==> src/rtl/dpod_pkg.sv <==
// dpod_pkg: types, constants and calendar helpers for date_period_overlap_days
// no dependencies; imported by rtl/date_period_overlap_days.sv
`default_nettype none

package dpod_pkg;

  localparam int YEAR_W   = 14;
  localparam int MONTH_W  = 4;
  localparam int DAY_W    = 5;
  localparam int COUNT_W  = 22;
  // biased year, year + 400 at most
  localparam int BYEAR_W  = 15;
  // quotient of a biased year by 100
  localparam int QUOT_W   = 8;
  localparam int DAYNUM_W = 23;
  localparam int MOFF_W   = 9;
  localparam int PART_W   = 10;
  localparam int NDATES   = 4;

  localparam logic [BYEAR_W-1:0] YEAR_BIAS   = 15'd400;
  // floor(x / 100) == (x * RECIP_100) >> RECIP_SHIFT for x below 43690
  localparam logic [12:0]        RECIP_100   = 13'd5243;
  localparam int                 RECIP_SHIFT = 19;
  localparam logic [6:0]         HUNDRED     = 7'd100;
  localparam logic [8:0]         DAYS_YEAR   = 9'd365;
  localparam logic [COUNT_W-1:0] OVERLAP_MAX = 22'd4194303;

  typedef struct packed {
    logic [YEAR_W-1:0]  first_start_year;
    logic [MONTH_W-1:0] first_start_month;
    logic [DAY_W-1:0]   first_start_day;
    logic [YEAR_W-1:0]  first_end_year;
    logic [MONTH_W-1:0] first_end_month;
    logic [DAY_W-1:0]   first_end_day;
    logic [YEAR_W-1:0]  second_start_year;
    logic [MONTH_W-1:0] second_start_month;
    logic [DAY_W-1:0]   second_start_day;
    logic [YEAR_W-1:0]  second_end_year;
    logic [MONTH_W-1:0] second_end_month;
    logic [DAY_W-1:0]   second_end_day;
  } dpod_in_t;

  typedef struct packed {
    logic [COUNT_W-1:0] overlap_days;
    logic               bad_date;
  } dpod_out_t;

  // days before the month in a year that starts in march
  function automatic logic [MOFF_W-1:0] month_offset(input logic [MONTH_W-1:0] m);
    logic [MOFF_W-1:0] r;
    unique case (m)
      4'd3:    r = 9'd0;
      4'd4:    r = 9'd31;
      4'd5:    r = 9'd61;
      4'd6:    r = 9'd92;
      4'd7:    r = 9'd122;
      4'd8:    r = 9'd153;
      4'd9:    r = 9'd184;
      4'd10:   r = 9'd214;
      4'd11:   r = 9'd245;
      4'd12:   r = 9'd275;
      4'd1:    r = 9'd306;
      4'd2:    r = 9'd337;
      default: r = 9'd0;
    endcase
    return r;
  endfunction

  // length of a month, zero for a month that does not exist
  function automatic logic [DAY_W-1:0] month_days(input logic [MONTH_W-1:0] m,
                                                  input logic leap);
    logic [DAY_W-1:0] r;
    unique case (m)
      4'd1, 4'd3, 4'd5, 4'd7, 4'd8, 4'd10, 4'd12: r = 5'd31;
      4'd4, 4'd6, 4'd9, 4'd11:                    r = 5'd30;
      4'd2:    r = leap ? 5'd29 : 5'd28;
      default: r = 5'd0;
    endcase
    return r;
  endfunction

endpackage

`default_nettype wire

==> src/rtl/date_period_overlap_days.sv <==
// date_period_overlap_days: each start transfer yields one out_valid strobe
// throughput one query per cycle; busy is tied low, each query enters the pipeline at once
// five register stages: year split and multiplies, day-number parts, day numbers,
// interval bounds, output register; the receiver cannot stall, results are never held
// synchronous active-low reset clears all stage valid bits, payload registers keep no reset
// depends on rtl/dpod_pkg.sv
`default_nettype none

module date_period_overlap_days import dpod_pkg::*; (
  input  wire logic      clk,
  input  wire logic      rst_n,
  input  wire logic      start,
  output logic           busy,
  input  wire dpod_in_t  in_item,
  output logic           out_valid,
  output dpod_out_t      out_item
);

  // ---------------------------------------------------------------------------
  // the four dates as lanes: 0 first start, 1 first end, 2 second start,
  // 3 second end
  // ---------------------------------------------------------------------------
  logic [YEAR_W-1:0]  y_in [NDATES];
  logic [MONTH_W-1:0] m_in [NDATES];
  logic [DAY_W-1:0]   d_in [NDATES];

  assign y_in[0] = in_item.first_start_year;
  assign m_in[0] = in_item.first_start_month;
  assign d_in[0] = in_item.first_start_day;
  assign y_in[1] = in_item.first_end_year;
  assign m_in[1] = in_item.first_end_month;
  assign d_in[1] = in_item.first_end_day;
  assign y_in[2] = in_item.second_start_year;
  assign m_in[2] = in_item.second_start_month;
  assign d_in[2] = in_item.second_start_day;
  assign y_in[3] = in_item.second_end_year;
  assign m_in[3] = in_item.second_end_month;
  assign d_in[3] = in_item.second_end_day;

  // every query is independent, so the pipeline never pushes back
  assign busy = 1'b0;

  logic accept;
  assign accept = start & ~busy;

  // ---------------------------------------------------------------------------
  // stage 1: bias the year (march-based years, january and february count
  // with the year before), then the three constant multiplies:
  // 365 * year, year / 100 for the day number and calendar year / 100 for
  // the leap test
  // ---------------------------------------------------------------------------
  logic               s1_valid_r;
  logic [YEAR_W-1:0]  s1_y_r      [NDATES];
  logic [MONTH_W-1:0] s1_m_r      [NDATES];
  logic [DAY_W-1:0]   s1_d_r      [NDATES];
  logic [BYEAR_W-1:0] s1_yy_r     [NDATES];
  logic [QUOT_W-1:0]  s1_yyq_r    [NDATES];
  logic [QUOT_W-1:0]  s1_yq_r     [NDATES];
  logic [DAYNUM_W-1:0] s1_y365_r  [NDATES];

  logic [BYEAR_W-1:0]  s1_yy_nxt   [NDATES];
  logic [QUOT_W-1:0]   s1_yyq_nxt  [NDATES];
  logic [QUOT_W-1:0]   s1_yq_nxt   [NDATES];
  logic [DAYNUM_W-1:0] s1_y365_nxt [NDATES];
  logic [27:0]         yy_prod     [NDATES];
  logic [26:0]         y_prod      [NDATES];
  logic [23:0]         y365_prod   [NDATES];

  always_comb begin
    for (int i = 0; i < NDATES; i++) begin
      s1_yy_nxt[i] = BYEAR_W'(y_in[i]) + YEAR_BIAS
                   - ((m_in[i] <= 4'd2) ? 15'd1 : 15'd0);
      yy_prod[i]     = 28'(s1_yy_nxt[i]) * 28'(RECIP_100);
      y_prod[i]      = 27'(y_in[i]) * 27'(RECIP_100);
      y365_prod[i]   = 24'(s1_yy_nxt[i]) * 24'(DAYS_YEAR);
      s1_yyq_nxt[i]  = yy_prod[i][RECIP_SHIFT +: QUOT_W];
      s1_yq_nxt[i]   = y_prod[i][RECIP_SHIFT +: QUOT_W];
      s1_y365_nxt[i] = y365_prod[i][DAYNUM_W-1:0];
    end
  end

  // ---------------------------------------------------------------------------
  // stage 2: leap test and range checks; day number split into a wide part
  // (365 * yy + yy/4 - yy/100) and a narrow part (yy/400 + month + day)
  // ---------------------------------------------------------------------------
  logic                s2_valid_r;
  logic [NDATES-1:0]   s2_ok_r;
  logic [DAYNUM_W-1:0] s2_wide_r   [NDATES];
  logic [PART_W-1:0]   s2_narrow_r [NDATES];

  logic [NDATES-1:0]   s2_ok_nxt;
  logic [DAYNUM_W-1:0] s2_wide_nxt   [NDATES];
  logic [PART_W-1:0]   s2_narrow_nxt [NDATES];
  logic [YEAR_W-1:0]   y_rem   [NDATES];
  logic [NDATES-1:0]   is_leap;
  logic [DAY_W-1:0]    mlen    [NDATES];

  always_comb begin
    for (int i = 0; i < NDATES; i++) begin
      // year mod 100 via the registered quotient
      y_rem[i]   = s1_y_r[i] - YEAR_W'(15'(s1_yq_r[i]) * 15'(HUNDRED));
      // divisible by 4, and either not by 100 or also by 400
      is_leap[i] = (s1_y_r[i][1:0] == 2'd0)
                 && ((y_rem[i] != '0) || (s1_yq_r[i][1:0] == 2'd0));
      mlen[i]    = month_days(s1_m_r[i], is_leap[i]);
      // month_days gives zero for a month outside the calendar
      s2_ok_nxt[i] = (mlen[i] != '0) && (s1_d_r[i] != '0) && (s1_d_r[i] <= mlen[i]);
      s2_wide_nxt[i] = s1_y365_r[i] + DAYNUM_W'(s1_yy_r[i] >> 2)
                     - DAYNUM_W'(s1_yyq_r[i]);
      s2_narrow_nxt[i] = PART_W'(s1_yyq_r[i] >> 2) + PART_W'(month_offset(s1_m_r[i]))
                       + PART_W'(s1_d_r[i]);
    end
  end

  // ---------------------------------------------------------------------------
  // stage 3: full day numbers and the combined date check
  // ---------------------------------------------------------------------------
  logic                s3_valid_r;
  logic                s3_bad_r;
  logic [DAYNUM_W-1:0] s3_dn_r [NDATES];

  logic [DAYNUM_W-1:0] s3_dn_nxt [NDATES];

  always_comb begin
    for (int i = 0; i < NDATES; i++) begin
      s3_dn_nxt[i] = s2_wide_r[i] + DAYNUM_W'(s2_narrow_r[i]);
    end
  end

  // ---------------------------------------------------------------------------
  // stage 4: intersection bounds, later start and earlier end
  // ---------------------------------------------------------------------------
  logic                s4_valid_r;
  logic                s4_bad_r;
  logic [DAYNUM_W-1:0] s4_lo_r;
  logic [DAYNUM_W-1:0] s4_hi_r;

  logic [DAYNUM_W-1:0] s4_lo_nxt;
  logic [DAYNUM_W-1:0] s4_hi_nxt;

  assign s4_lo_nxt = (s3_dn_r[0] > s3_dn_r[2]) ? s3_dn_r[0] : s3_dn_r[2];
  assign s4_hi_nxt = (s3_dn_r[1] < s3_dn_r[3]) ? s3_dn_r[1] : s3_dn_r[3];

  // ---------------------------------------------------------------------------
  // stage 5: inclusive length, zero when empty or a date is bad, saturated
  // to the field width
  // ---------------------------------------------------------------------------
  logic      out_valid_r;
  dpod_out_t out_item_r;
  dpod_out_t out_item_nxt;
  logic [DAYNUM_W-1:0] span;

  assign span = s4_hi_r - s4_lo_r;

  always_comb begin
    out_item_nxt.bad_date = s4_bad_r;
    if (s4_bad_r || (s4_hi_r < s4_lo_r)) begin
      out_item_nxt.overlap_days = '0;
    end else if (span >= DAYNUM_W'(OVERLAP_MAX)) begin
      out_item_nxt.overlap_days = OVERLAP_MAX;
    end else begin
      out_item_nxt.overlap_days = span[COUNT_W-1:0] + COUNT_W'(1);
    end
  end

  // ---------------------------------------------------------------------------
  // valid bits, the only state that reset clears
  // ---------------------------------------------------------------------------
  always_ff @(posedge clk) begin
    if (!rst_n) begin
      s1_valid_r  <= 1'b0;
      s2_valid_r  <= 1'b0;
      s3_valid_r  <= 1'b0;
      s4_valid_r  <= 1'b0;
      out_valid_r <= 1'b0;
    end else begin
      s1_valid_r  <= accept;
      s2_valid_r  <= s1_valid_r;
      s3_valid_r  <= s2_valid_r;
      s4_valid_r  <= s3_valid_r;
      out_valid_r <= s4_valid_r;
    end
  end

  // payload registers, loaded only behind a valid item
  always_ff @(posedge clk) begin
    if (accept) begin
      for (int i = 0; i < NDATES; i++) begin
        s1_y_r[i]    <= y_in[i];
        s1_m_r[i]    <= m_in[i];
        s1_d_r[i]    <= d_in[i];
        s1_yy_r[i]   <= s1_yy_nxt[i];
        s1_yyq_r[i]  <= s1_yyq_nxt[i];
        s1_yq_r[i]   <= s1_yq_nxt[i];
        s1_y365_r[i] <= s1_y365_nxt[i];
      end
    end
    if (s1_valid_r) begin
      s2_ok_r <= s2_ok_nxt;
      for (int i = 0; i < NDATES; i++) begin
        s2_wide_r[i]   <= s2_wide_nxt[i];
        s2_narrow_r[i] <= s2_narrow_nxt[i];
      end
    end
    if (s2_valid_r) begin
      s3_bad_r <= ~(&s2_ok_r);
      for (int i = 0; i < NDATES; i++) begin
        s3_dn_r[i] <= s3_dn_nxt[i];
      end
    end
    if (s3_valid_r) begin
      s4_bad_r <= s3_bad_r;
      s4_lo_r  <= s4_lo_nxt;
      s4_hi_r  <= s4_hi_nxt;
    end
    if (s4_valid_r) begin
      out_item_r <= out_item_nxt;
    end
  end

  assign out_valid = out_valid_r;
  assign out_item  = out_item_r;

  // ---------------------------------------------------------------------------
  // assertions
  // ---------------------------------------------------------------------------
  // every strobe comes from an earlier start transfer
  a_strobe_has_source: assert property (@(posedge clk) disable iff (!rst_n)
    out_valid |-> $past(accept, 5))
    else $error("result strobe without a matching start transfer");

  // every start transfer yields a strobe at the pipeline output
  a_transfer_completes: assert property (@(posedge clk) disable iff (!rst_n)
    accept |-> ##5 out_valid)
    else $error("start transfer lost in the pipeline");

  // a bad date always reports an empty overlap
  a_bad_is_zero: assert property (@(posedge clk) disable iff (!rst_n)
    (out_valid && out_item.bad_date) |-> (out_item.overlap_days == '0))
    else $error("bad date with a non-zero overlap count");

endmodule

`default_nettype wire
==> config.mk <==
export PLATFORM = sky130hd
export DESIGN_NAME = date_period_overlap_days
export DESIGN_NICKNAME = d
export VERILOG_FILES = /design/src/rtl/dpod_pkg.sv /design/src/rtl/date_period_overlap_days.sv
export SDC_FILE = /design/constraint.sdc
export NUM_CORES = 2
export LEC_CHECK = 0
export ABC_AREA = 1
export BUFFER_PORTS_ARGS = -buffer_cell sky130_fd_sc_hd__clkbuf_2
export CORE_UTILIZATION = 55
export CTS_BUF_LIST = sky130_fd_sc_hd__clkbuf_2 sky130_fd_sc_hd__clkbuf_4 sky130_fd_sc_hd__clkbuf_8
export CTS_CLUSTER_SIZE = 28
export DETAILED_ROUTE_END_ITERATION = 8
export MAX_ROUTING_LAYER = met4
export PLACE_DENSITY_LB_ADDON = 0.08
export SYNTH_ARGS = -nofsm -noshare
export SYNTH_HDL_FRONTEND = slang
export SYNTH_SLANG_ARGS = --single-unit
==> constraint.sdc <==
create_clock -name clk -period 9.1 [get_ports clk]
set_input_delay 0.91 -clock clk [delete_from_list [all_inputs] [get_ports clk]]
set_output_delay 0.91 -clock clk [all_outputs]
set_load 0.05 [all_outputs]
Word level (Yosys, flattened, before mapping) --
Memory sizes are Yosys's and may differ from the RTL's. Cells that the tools add are included.
Word-level totals: flip-flop bits (word level) 80, input bits 95, ROM bits 576, memory bits (writable) 532, word-level logic and storage cells 204, output and inout port bits 25, memories kept 14
Memories:
- (no name shown) | depth 16, bits a word 9, read ports 1, clocked after memory_dff 0, wr ports 0, line dpod_pkg.sv:51 | unique case (m)
- (no name shown) | depth 16, bits a word 9, read ports 1, clocked after memory_dff 0, wr ports 0, line dpod_pkg.sv:51
- (no name shown) | depth 16, bits a word 9, read ports 1, clocked after memory_dff 0, wr ports 0, line dpod_pkg.sv:51
- (no name shown) | depth 16, bits a word 9, read ports 1, clocked after memory_dff 0, wr ports 0, line dpod_pkg.sv:51
- s1_y365_r | depth 4, bits a word 23, read ports 4, clocked after memory_dff 0, wr ports 4, line date_period_overlap_days.sv:59 | logic [DAYNUM_W-1:0] s1_y365_r [NDATES];
- s2_wide_r | depth 4, bits a word 23, read ports 4, clocked after memory_dff 0, wr ports 4, line date_period_overlap_days.sv:88 | logic [DAYNUM_W-1:0] s2_wide_r [NDATES];
- +8 memories
Operators by class: muxes and demuxes 21, eq/ne operators 48, reductions and logical operators 46, $mul 16, add/sub/neg operators 34, $lt $le $gt $ge 12, bitwise gates (word level) 1
Operators by type and width (number):
- multiplier 14 x 13 -> 27 bit, second input constant | 4
- multiplier 15 x 13 -> 27 bit, second input constant | 4
- adder 23 x 10 -> 23 bit | 4
- adder 23 x 13 -> 23 bit | 4
- multiplier 15 x 9 -> 23 bit, second input constant | 4
- subtractor 23 x 8 -> 23 bit | 4
- == test 4 bit, second input constant | 20
- == test 4 x 3 -> 1 bit, second input constant | 16
- adder 14 x 9 -> 15 bit, second input constant | 4
- one-hot mux 5 bit (3 select lines) | 4
- subtractor 15 x 1 -> 15 bit | 4
- nonzero test 14 bit | 4
- subtractor 14 bit | 4
- multiplier 8 x 5 -> 12 bit, second input constant | 4
- < comparator 23 bit | 2
- 2-to-1 mux 23 bit | 2
- adder 10 x 5 -> 10 bit | 4
- adder 6 x 9 -> 10 bit | 4
- nonzero test 5 bit | 8
- == test 4 x 2 -> 1 bit, second input constant | 8
- OR reduction 7 bit | 4
- >= comparator 23 x 22 -> 1 bit, second input constant | 1
- > comparator 23 bit | 1
- subtractor 23 bit | 1
- 12 further kinds | 59

Longest topological paths before layout --
An unclocked memory read counts as a cell.
depth after elaboration 11, gate-level depth with buffers 36, gate-level depth less buffers 36

Worst setup path before layout --
Ideal clock, no wire load.
kind input-to-reg, start input port in_item[74] in the netlist's numbering, end memory s1_yyq_r[0][5], data pin, data required time 8841 ps, setup time 259 ps, buffers on the path 0, setup slack 1689 ps, arrival 7153 ps, cell stages on the path 35, path through a211o_1 > inv_1 > ha_1 > inv_1 > ha_1 > fa_1 > nand3_1 > and2_1 > o21ai_0 > nand2_1 > nand3_1 > nand2_1 > nand2_1 > a21oi_1 > o21bai_1 > xor2_1 > inv_1 > ha_1 > inv_1 > fa_1 > fa_1 > inv_1 > fa_1 > inv_1 > fa_1 > inv_1 > ha_1 > nand2_1 > o21ai_0 > a21oi_1 > nand2_1 > a21boi_0 > o21ai_0 > nand2_1 > nand2_1
RTL lines:
- from (decl) | line date_period_overlap_days.sv:14 | input wire dpod_in_t in_item,
- to (decl) | line date_period_overlap_days.sv:57 | logic [QUOT_W-1:0] s1_yyq_r [NDATES];

==> run summary <==
Status: finished clean
Syn-to-layout area delta: 7.034%
DRT iter0 DRCs: 3,044
Cell with the largest stage delay on the worst path: fa_1
Top_reg_cell synth: edfxtp_1
Skew-Pair Late Insertion Delay: 0.80 ns
Reg2Reg Setup Slack: 3.36 ns
CP Capture Type: flop
Max stage delay on crit path: 0.55 ns
Fin. Hold Viols: 0
Die width: 380.1 um
Post-synth EDFFs: 599
Row count: 138
Worst Hold Class: in2reg
Top cell family by delay on the critical path: adder cells
Starting Density: 55.48%
Count of cell types in the netlist: 63
CTS buffer count: 111
Routed wire length: 184,300 um
Post-route insts no fill: 10.78k
Routed vias/inst: 5.189
Fmax: 0.1342 GHz
Register area share after synthesis: 23.00%
# placed instances: 10.58k
WL/cell: 17.09 um
Initial antenna violation count: 1
Startpoint Class: input port
TritonCTS Sinks: 604
Vias in the first global route: 57.38k
Global-route wire length before repair: 300,700 um
Resized cells post-CTS: 0
Reg2reg end: s2_ok_r[1]
Critical Path RT: 9.63 ns
RSZ-0062 raised after global routing: false
Hold Path Stages: 1
CP dominant cell by count: inv_1
Least-Margin Pin Slew: 1.314 ns
Crit path DAT: 7.98 ns
Slew HR: 12.07%
Layout cell share with drive strength beyond 1: 4.914%
Placeable Area: 141,800 um^2
Min Hold Slack: 0.2975 ns
CTS clock-pin slew for the worst setup and hold paths: 0.06 ns
GR Overflow Total: 0
Final setup viols: 0
CP Class: in2reg
YS warnings: 0
Antenna-violating nets left: 0
CTS max path bufs: 3
Die H: 380.1 um
Port buffer count: 118
Post-Syn Area per Cell: 9.196 um^2
Post-DP HPWL: 158,400 um
Hold buffers post-CTS: 0
Post-Syn Area: 78,650 um^2
Worst Hold End: s1_d_r[0][0]
DRC Markers: 0
Yosys reg bits: 604
Final Net Count: 11.09k
GRT Util Overall: 26.84%
RD Place Congestion: 0.9416
Root Driver: clkbuf_8
TNS Setup: 0 ns
Post-CTS setup buffers: 0
Crit path max fanout: 5
Fin crit period: 7.449 ns
Worst reg-to-reg path cell count: 23
Pre-antenna DRT Iters: 6
Worst Skew: 0.04123 ns
Min-delay src: in_item[69]
Worst R2R Start: s1_yq_r[1][3]
CP bufs+invs: 9
Post-synth ARST share: 0%
CTS tree: yes
Total of max-cap violations: 0
Setup crit start: in_item[28]
Final Max Slew Viols: 0
Final period util: 81.86%
I/O pins: 120
Pin count of the biggest net entering global routing: 80
Syn Inst Count: 8,552
CTS H-tree lvls: 3
Area of the die: 144,500 um^2
Via total after detailed routing: 55.96k
flip-flops by register name, indices dropped and copies added (netlist names), 4 cells and up:
signal	flops
s1_d_r	20
s1_yy_r	52
out_item	23
s4_lo_r	23
s1_m_r	16
s4_hi_r	23
s1_yq_r	32
s2_wide_r	92
s2_narrow_r	40
s3_dn_r	92
s1_yyq_r	32
s1_y_r	56
s2_ok_r	4
s1_y365_r	92
worst reg2reg max path: cells and delay by family (launching register included):
| family | cells | cell delay, ns |
|---|---|---|
| flops | 1 | 0.45 |
| buf+inv | 1 | 0.09 |
| simple gates | 7 | 0.93 |
| xor+xnor | 2 | 0.35 |
| compound gates | 7 | 1.52 |
| fa+ha+maj | 6 | 2.04 |
cell families after synthesis:
| logic type | Yosys count | share of synthesized area (%) |
|---|---|---|
| AOI/OAI and AO/OA | 1107 | 8.047 |
| xor gates and xnor gates | 462 | 5.145 |
| adders and majority gates | 2195 | 42.36 |
| buffers and inverters | 2286 | 10.96 |
| DFF | 604 | 23.00 |
| other | 1 | 0.004768 |
| and+or+nand+nor | 1897 | 10.49 |
how the worst max path moves through the flow:
stage | to | slack, ns | cells past startpoint
3_5_place_dp | s1_yyq_r[2][2] | 0.84 | 32
2_1_floorplan | s1_yyq_r[0][5] | 1.69 | 35
5_1_grt | s1_yyq_r[2][2] | 1.13 | 32
4_1_cts | s1_yyq_r[2][2] | 1.70 | 32
6_report | s1_yyq_r[2][2] | 1.65 | 32
3_3_place_gp | s1_yyq_r[2][2] | 0.94 | 32
cells in the final DEF, fill, tap and decap left out, types with 101 or more instances in the layout:
| cell | synthesis | routed |
|---|---|---|
| edfxtp_1 | 599 | 599 |
| nand4_1 | 101 | 101 |
| clkbuf_8 | 0 | 112 |
| nor2_1 | 376 | 376 |
| ha_1 | 1416 | 1416 |
| nand2_1 | 989 | 989 |
| nand3_1 | 215 | 215 |
| xnor2_1 | 152 | 152 |
| a21oi_1 | 524 | 524 |
| inv_1 | 2254 | 2254 |
| xor2_1 | 310 | 310 |
| o21ai_0 | 260 | 260 |
| clkbuf_2 | 0 | 117 |
| fa_1 | 779 | 779 |
stage by stage:
step | util [%] | area [um^2] | worst slack, ns
after floorplan | - | 78660 | 1.689
after global placement | 57.69 | 81780 | 0.9449
after detailed placement | 57.69 | 81780 | 0.8433
after CTS | 59.38 | 84170 | 1.701
after global routing | 59.38 | 84180 | 1.133
final | 59.38 | 84180 | 1.651
metal layers:
metal / share of wire [%] / vias to the layer above / global-route usage (%)
met5: 0 / - / -
met4: 1.6 / 0 / 4.891
met3: 4.1 / 176 / 2.687
met2: 45 / 972 / 42.05
met1: 49 / 26830 / 38.15
li1: - / 27980 / -
cell usage after synthesis (12+ instances only):
cell         n  area share [%]
nor4_1      21            0.17
nand3_1    215             1.4
o211ai_1    25            0.24
nor2_1     376             1.8
a21o_1      36            0.34
nand2_1    989             4.7
nor3_1      90            0.57
inv_1     2254              11
a21oi_1    524             3.3
o31ai_1     15            0.14
o21a_1      35            0.33
xnor2_1    152             1.7
inv_2       13           0.062
a31oi_1     50            0.40
a211oi_1    25            0.24
edfxtp_1   599              23
nor2_2      12           0.095
o21ai_0    260             1.7
clkbuf_1    12           0.057
o21bai_1    45            0.43
fa_1       779              20
nand4_1    101            0.80
ha_1      1416              23
xor2_1     310             3.5
nand2_2     37            0.29
a21boi_0    24            0.23
final cells by class:
| type | instances | area [um^2] |
|---|---|---|
| Clock inverter | 75 | 716.9 |
| Sequential cell | 604 | 18100 |
| Antenna cell | 1 | 2.502 |
| Fill cell | 12630 | 57580 |
| Inverter | 2268 | 8514 |
| Clock buffer | 130 | 1677 |
| Multi-Input combinational cell | 5666 | 51960 |
| Timing Repair Buffer | 150 | 840.8 |
| Tap cell | 1890 | 2365 |
Power is not shown: default switching activity piles up to over one toggle a cycle in this logic, so the estimate is an artifact.
